File: src/rtl/spq_pkg.sv
`default_nettype none
// ----------------------------------------------------------------------------
// Sorted priority queue package
// Types and codes shared by the queue cells, the top level and the checker.
// ----------------------------------------------------------------------------
package spq_pkg;

   localparam int ID_W    = 32;
   localparam int NAME_W  = 64;
   localparam int SCORE_W = 16;
   localparam int OCC_W   = 5;

   // Operation codes of a request.
   localparam logic OP_INSERT = 1'b0;
   localparam logic OP_REMOVE = 1'b1;

   // Status codes of a response.
   localparam logic [1:0] ST_INSERTED = 2'd0;
   localparam logic [1:0] ST_REMOVED  = 2'd1;
   localparam logic [1:0] ST_FULL     = 2'd2;
   localparam logic [1:0] ST_EMPTY    = 2'd3;

   typedef struct packed {
      logic [SCORE_W-1:0] score;
      logic [ID_W-1:0]    id;
      logic [NAME_W-1:0]  name;
   } spq_entry_type;

   // Broadcast control from the top level to every cell.
   typedef struct packed {
      logic          insert_en;
      logic          remove_en;
      spq_entry_type new_entry;
   } spq_ctrl_type;

endpackage : spq_pkg
`default_nettype wire

File: src/rtl/spq_cell.sv
`default_nettype none
// ----------------------------------------------------------------------------
// Sorted priority queue cell
// Holds one record; on insert it keeps, shifts from its left neighbour or
// takes the new record, on remove it takes its right neighbour's record.
// ----------------------------------------------------------------------------
module spq_cell
   import spq_pkg::*;
(
   input  wire logic          clock,
   input  wire spq_ctrl_type  ctrl,
   input  wire logic          occupied,
   input  wire logic          left_take,
   input  wire spq_entry_type left_entry,
   input  wire spq_entry_type right_entry,
   output spq_entry_type      entry,
   output logic               take
);

   spq_entry_type entry_ff;
   spq_entry_type entry_in;

   // A cell gives way when it is empty or holds a strictly lower score.
   assign take  = !(occupied && (entry_ff.score >= ctrl.new_entry.score));
   assign entry = entry_ff;

   always_comb begin
      entry_in = entry_ff;
      if (ctrl.insert_en && take) begin
         entry_in = left_take ? left_entry : ctrl.new_entry;
      end else if (ctrl.remove_en) begin
         entry_in = right_entry;
      end
   end

   always_ff @(posedge clock) begin
      entry_ff <= entry_in;
   end

endmodule : spq_cell
`default_nettype wire

File: src/rtl/sorted_priority_queue.sv
`default_nettype none
// ----------------------------------------------------------------------------
// Sorted priority queue
// Bounded queue of records kept in score order, highest first, in a row of
// shifting cells. Equal scores leave in arrival order.
// ----------------------------------------------------------------------------
//
//   Channel   Direction  Handshake              Payload
//   req_      in         req_valid / req_ready  operation, record_id, name_tag,
//                                               score
//   rsp_      out        rsp_valid / rsp_ready  status, out_id, out_name,
//                                               out_score, occupancy
//
// Every request yields exactly one response, registered in the cycle after the
// request transfer. The whole row of cells compares against the new score
// and shifts in the same cycle, so a new request can be taken every cycle.
// The response register sets the rate under back-pressure: a request is
// taken whenever the response register is empty or is being emptied in the
// same cycle. Reset (synchronous, active high) empties the queue and the
// response register; the cell contents are not cleared, since only cells
// below the fill count are ever compared or returned.
// ----------------------------------------------------------------------------
module sorted_priority_queue
   import spq_pkg::*;
#(
   parameter int QUEUE_DEPTH = 16
)
(
   input  wire logic               clock,
   input  wire logic               reset,
   input  wire logic               req_valid,
   output logic                    req_ready,
   input  wire logic               req_operation,
   input  wire logic [ID_W-1:0]    req_record_id,
   input  wire logic [NAME_W-1:0]  req_name_tag,
   input  wire logic [SCORE_W-1:0] req_score,
   output logic                    rsp_valid,
   input  wire logic               rsp_ready,
   output logic [1:0]              rsp_status,
   output logic [ID_W-1:0]         rsp_out_id,
   output logic [NAME_W-1:0]       rsp_out_name,
   output logic [SCORE_W-1:0]      rsp_out_score,
   output logic [OCC_W-1:0]        rsp_occupancy
);

   localparam int CW = $clog2(QUEUE_DEPTH + 1);

   logic [CW-1:0]   count_ff;
   logic [CW-1:0]   count_in;
   logic            rsp_valid_ff;
   logic            rsp_valid_in;
   logic [1:0]      status_ff;
   logic [1:0]      status_in;
   spq_entry_type   data_ff;
   spq_entry_type   data_in;
   logic [OCC_W-1:0] occ_ff;
   logic [OCC_W-1:0] occ_in;

   logic            xfer;
   logic            full;
   logic            empty;
   logic [CW+OCC_W-1:0] count_ext;
   spq_ctrl_type    ctrl;

   spq_entry_type   cell_entry [QUEUE_DEPTH];
   logic            cell_take  [QUEUE_DEPTH];

   // A request transfers when the response register is free or draining.
   assign req_ready = !rsp_valid_ff || rsp_ready;
   assign xfer      = req_valid && req_ready;
   assign full      = (count_ff == CW'(QUEUE_DEPTH));
   assign empty     = (count_ff == '0);

   always_comb begin
      ctrl.insert_en       = xfer && (req_operation == OP_INSERT) && !full;
      ctrl.remove_en       = xfer && (req_operation == OP_REMOVE) && !empty;
      ctrl.new_entry.score = req_score;
      ctrl.new_entry.id    = req_record_id;
      ctrl.new_entry.name  = req_name_tag;
   end

   // The row of cells. Cell 0 is the head; the left neighbour of cell 0 is
   // the new record itself, and the last cell reads back its own contents
   // on a remove, which is harmless as it then lies beyond the fill count.
   for (genvar i = 0; i < QUEUE_DEPTH; i++) begin : g_cell
      logic          occupied;
      logic          left_take;
      spq_entry_type left_entry;
      spq_entry_type right_entry;

      assign occupied = (CW'(i) < count_ff);

      if (i == 0) begin : g_head
         assign left_take  = 1'b0;
         assign left_entry = ctrl.new_entry;
      end else begin : g_body
         assign left_take  = cell_take[i-1];
         assign left_entry = cell_entry[i-1];
      end

      if (i == QUEUE_DEPTH - 1) begin : g_tail
         assign right_entry = cell_entry[i];
      end else begin : g_inner
         assign right_entry = cell_entry[i+1];
      end

      spq_cell u_cell (
         .clock       (clock),
         .ctrl        (ctrl),
         .occupied    (occupied),
         .left_take   (left_take),
         .left_entry  (left_entry),
         .right_entry (right_entry),
         .entry       (cell_entry[i]),
         .take        (cell_take[i])
      );
   end

   // Fill count and the response for the current transfer.
   always_comb begin
      count_in     = count_ff;
      rsp_valid_in = rsp_valid_ff && !rsp_ready;
      status_in    = status_ff;
      data_in      = data_ff;
      if (ctrl.insert_en) begin
         count_in = count_ff + CW'(1);
      end else if (ctrl.remove_en) begin
         count_in = count_ff - CW'(1);
      end
      if (xfer) begin
         rsp_valid_in = 1'b1;
         data_in      = '0;
         if (req_operation == OP_INSERT) begin
            status_in = full ? ST_FULL : ST_INSERTED;
         end else if (empty) begin
            status_in = ST_EMPTY;
         end else begin
            status_in = ST_REMOVED;
            data_in   = cell_entry[0];
         end
      end
   end

   // Occupancy is reported in its low bits only.
   assign count_ext = {{OCC_W{1'b0}}, count_in};
   assign occ_in    = xfer ? count_ext[OCC_W-1:0] : occ_ff;

   always_ff @(posedge clock) begin
      if (reset) begin
         count_ff     <= '0;
         rsp_valid_ff <= 1'b0;
      end else begin
         count_ff     <= count_in;
         rsp_valid_ff <= rsp_valid_in;
      end
      status_ff <= status_in;
      data_ff   <= data_in;
      occ_ff    <= occ_in;
   end

   assign rsp_valid     = rsp_valid_ff;
   assign rsp_status    = status_ff;
   assign rsp_out_id    = data_ff.id;
   assign rsp_out_name  = data_ff.name;
   assign rsp_out_score = data_ff.score;
   assign rsp_occupancy = occ_ff;

endmodule : sorted_priority_queue
`default_nettype wire

File: config.mk
export PLATFORM = sky130hd
export DESIGN_NAME = sorted_priority_queue
export DESIGN_NICKNAME = d
export VERILOG_FILES = /design/src/rtl/spq_pkg.sv /design/src/rtl/spq_cell.sv /design/src/rtl/sorted_priority_queue.sv
export SDC_FILE = /design/constraint.sdc
export NUM_CORES = 2
export LEC_CHECK = 0
export BUFFER_PORTS_ARGS = -buffer_cell sky130_fd_sc_hd__buf_2
export CORE_UTILIZATION = 65
export CTS_CLUSTER_SIZE = 12
export DETAILED_ROUTE_END_ITERATION = 10
export PLACE_DENSITY = 0.82
export SYNTH_ARGS = -nofsm -noshare
export SYNTH_HDL_FRONTEND = slang
export SYNTH_HIERARCHICAL = 1
export SYNTH_SLANG_ARGS = --single-unit
export TNS_END_PERCENT = 30
File: constraint.sdc
create_clock -name clock -period 14.1 [get_ports clock]
set_input_delay 0 -clock clock [delete_from_list [all_inputs] [get_ports clock]]
set_output_delay 0 -clock clock [all_outputs]
set_load 0.03 [all_outputs]
==> summary.txt <==
run status - completed
Avg Cell Area, Syn - 15.3 sq um
Worst EP arrival - 6.44 ns
Fin. Hold Viols - 0
Worst slew margin - 15.3%
Core ar. - 0.172 sq mm
GPL Wtd Cong - 0.867
vias in the first global route - 69400
final core occ - 70.6%
Synth Warn # - 6
Port Buffers - 237
Critical Path RT - 14.57 ns
commonest non-fill, non-tap cell in the layout - mux2_2
via count - 65800
largest net degree at the start of global routing - 128
# IOs - 238
RSZ-0062 raised after global routing - false
most frequent cells in the layout - mux2_2 (2071), edfxtp_1 (1911), mux2_4 (828), mux2_1 (448), nand2_1 (313)
initial antenna violation count - 12
Post-route DRC - 0
Largest stage delay, worst path - 0.80 ns
internal reg-to-reg setup slack - 8.13 ns
router iterations before antenna repair - 6
total global routing overflow - 0
Max FO, Critical Path - 44
CTS max path bufs - 3
Clock Latency Late Sink - 0.86 ns
first-pass GRT wire length - 430000 microns
H-tree Lvls - 4
slowest CP cell - or2_4
Buf/Inv on CP - 4
share of layout cells above drive strength 1 - 46.3%
Nets - 7932
via/cell ratio - 6.56
post-CTS setup buffer count - 0
CTS Sinks - 1917
initial core utilization - 65.5%
die height - 418 microns
Routed WL - 286000 microns
Rows - 152
most frequent CP cell - buf_4
crit share post-route - 42.3%
Area Growth Syn to Fin - 7.76%
final setup fails - 0
maximum vdd drop - 0.138 mV
delay-heaviest family, CP - buffers and inverters
Starting DRT DRC Count - 5879
Clock transition at path regs - 0.06 ns
CP cell instances - inv_1, ha_1, nor4bb_1, nor4b_2, buf_4, nor2b_1, a41o_4, or2_4, buf_4, buf_4
DIE AREA - 0.175 sq mm
all-layer global routing usage - 32.3%
type of the most critical hold path - in -> reg
Max Cap Viol - 0
Synth Cell Area - 0.112 sq mm
setup ws final - 8.13 ns
WHS - 0.0995 ns
CP endpoint kind - register
fill count - 11100
Slew Limit Fails - 0
Tightest Pin Transition - 1.27 ns
critical path startpoint category - register
minimum clock period - 5.97 ns
Synth Instances - 7362
PwrDens - 175 mW/mm^2
Root Driver - clkbuf_16
Die X - 418 microns
setup TNS - 0 ns
antenna-violating nets left - 0
Static Leak - 46.5 nW
WL/cell - 28.5 microns
Setup CP Type - reg -> reg
CTS tree - yes
Post-DP HPWL - 167000 microns
Max Freq - 168 MHz
Syn Nets - 7739
Final Skew - 0.0416 ns
cts bufs inserted - 201
pre-CTS WS - 8.09 ns
-- per-stage QoR --
stage / cells / power (W) / cell area [sq um]
3_5_place_dp: 9543 / 0.0161 / 114000
3_3_place_gp: 9543 / 0.0158 / 114000
5_1_grt: 10000 / 0.0220 / 121000
4_1_cts: 10000 / 0.0212 / 121000
6_report: 10000 / 0.0212 / 121000
2_1_floorplan: 7362 / 0.0144 / 112000
-- power by group --
group	total (W)	switching (W)	leakage (nW)	internal, W
sequential	0.00937	0.000846	18.3	0.00852
clock	0.00509	0.00227	2.99	0.00282
combinational	0.00679	0.00330	25.2	0.00349
-- cell type report --
type                       instances  area (sq um)  share of cell area [%]
clock inverter                   100           807                   0.666
tap                             2310          2890                    2.38
sequential                      1917         57500                    47.5
timing repair buffer             450          3170                    2.62
multi-input combinational       4699         50400                    41.6
inverter                         286          1080                   0.890
clock buffer                     256          5320                    4.39
antenna                            7          17.5                  0.0145
-- registers in the layout, summed over array words and instances (netlist names) --
signal	count
g_cell.u_cell/entry	1792
rsp_out_name	64
rsp_out_id	32
rsp_out_score	16
count_ff	5
rsp_occupancy	5
rsp_status	2
rsp_valid	1
-- metal layers --
metal  GRT usage [%]  vias to the layer above  share of wire [%]
li1                -                    28600                  -
met1            40.6                    33900                 39
met2            55.1                     2609                 49
met3            4.50                      627                6.3
met4            15.2                        4                5.0
met5               0                        -              0.010
-- worst register-to-register path, delay by kind of cell (launching register included) --
family	cells	cell delay, ns
buf+inv	4	2.08
simple gates	4	2.00
compound gates	1	0.72
flops	1	0.50
fa+ha+maj	1	0.25
-- path summary, 6_finish.rpt --
path	startpoint	to	cells after the start
worst max register to register	count_ff[0]$_SDFF_PP0_	g_cell[7].u_cell/entry[41]$_DFFE_PP_	10
worst min-delay path	rsp_ready	count_ff[2]$_SDFF_PP0_	6
worst max-delay path	count_ff[0]$_SDFF_PP0_	g_cell[7].u_cell/entry[41]$_DFFE_PP_	10
worst min register to register	g_cell[12].u_cell/entry[55]$_DFFE_PP_	g_cell[11].u_cell/entry[55]$_DFFE_PP_	1
-- repair_timing --
item                      4_1_cts  5_1_grt
resized for setup               0        0
hold endpoints to repair     1736        0
hold buffers                  119        0
Note: power is estimated with default switching activity, not from simulation.
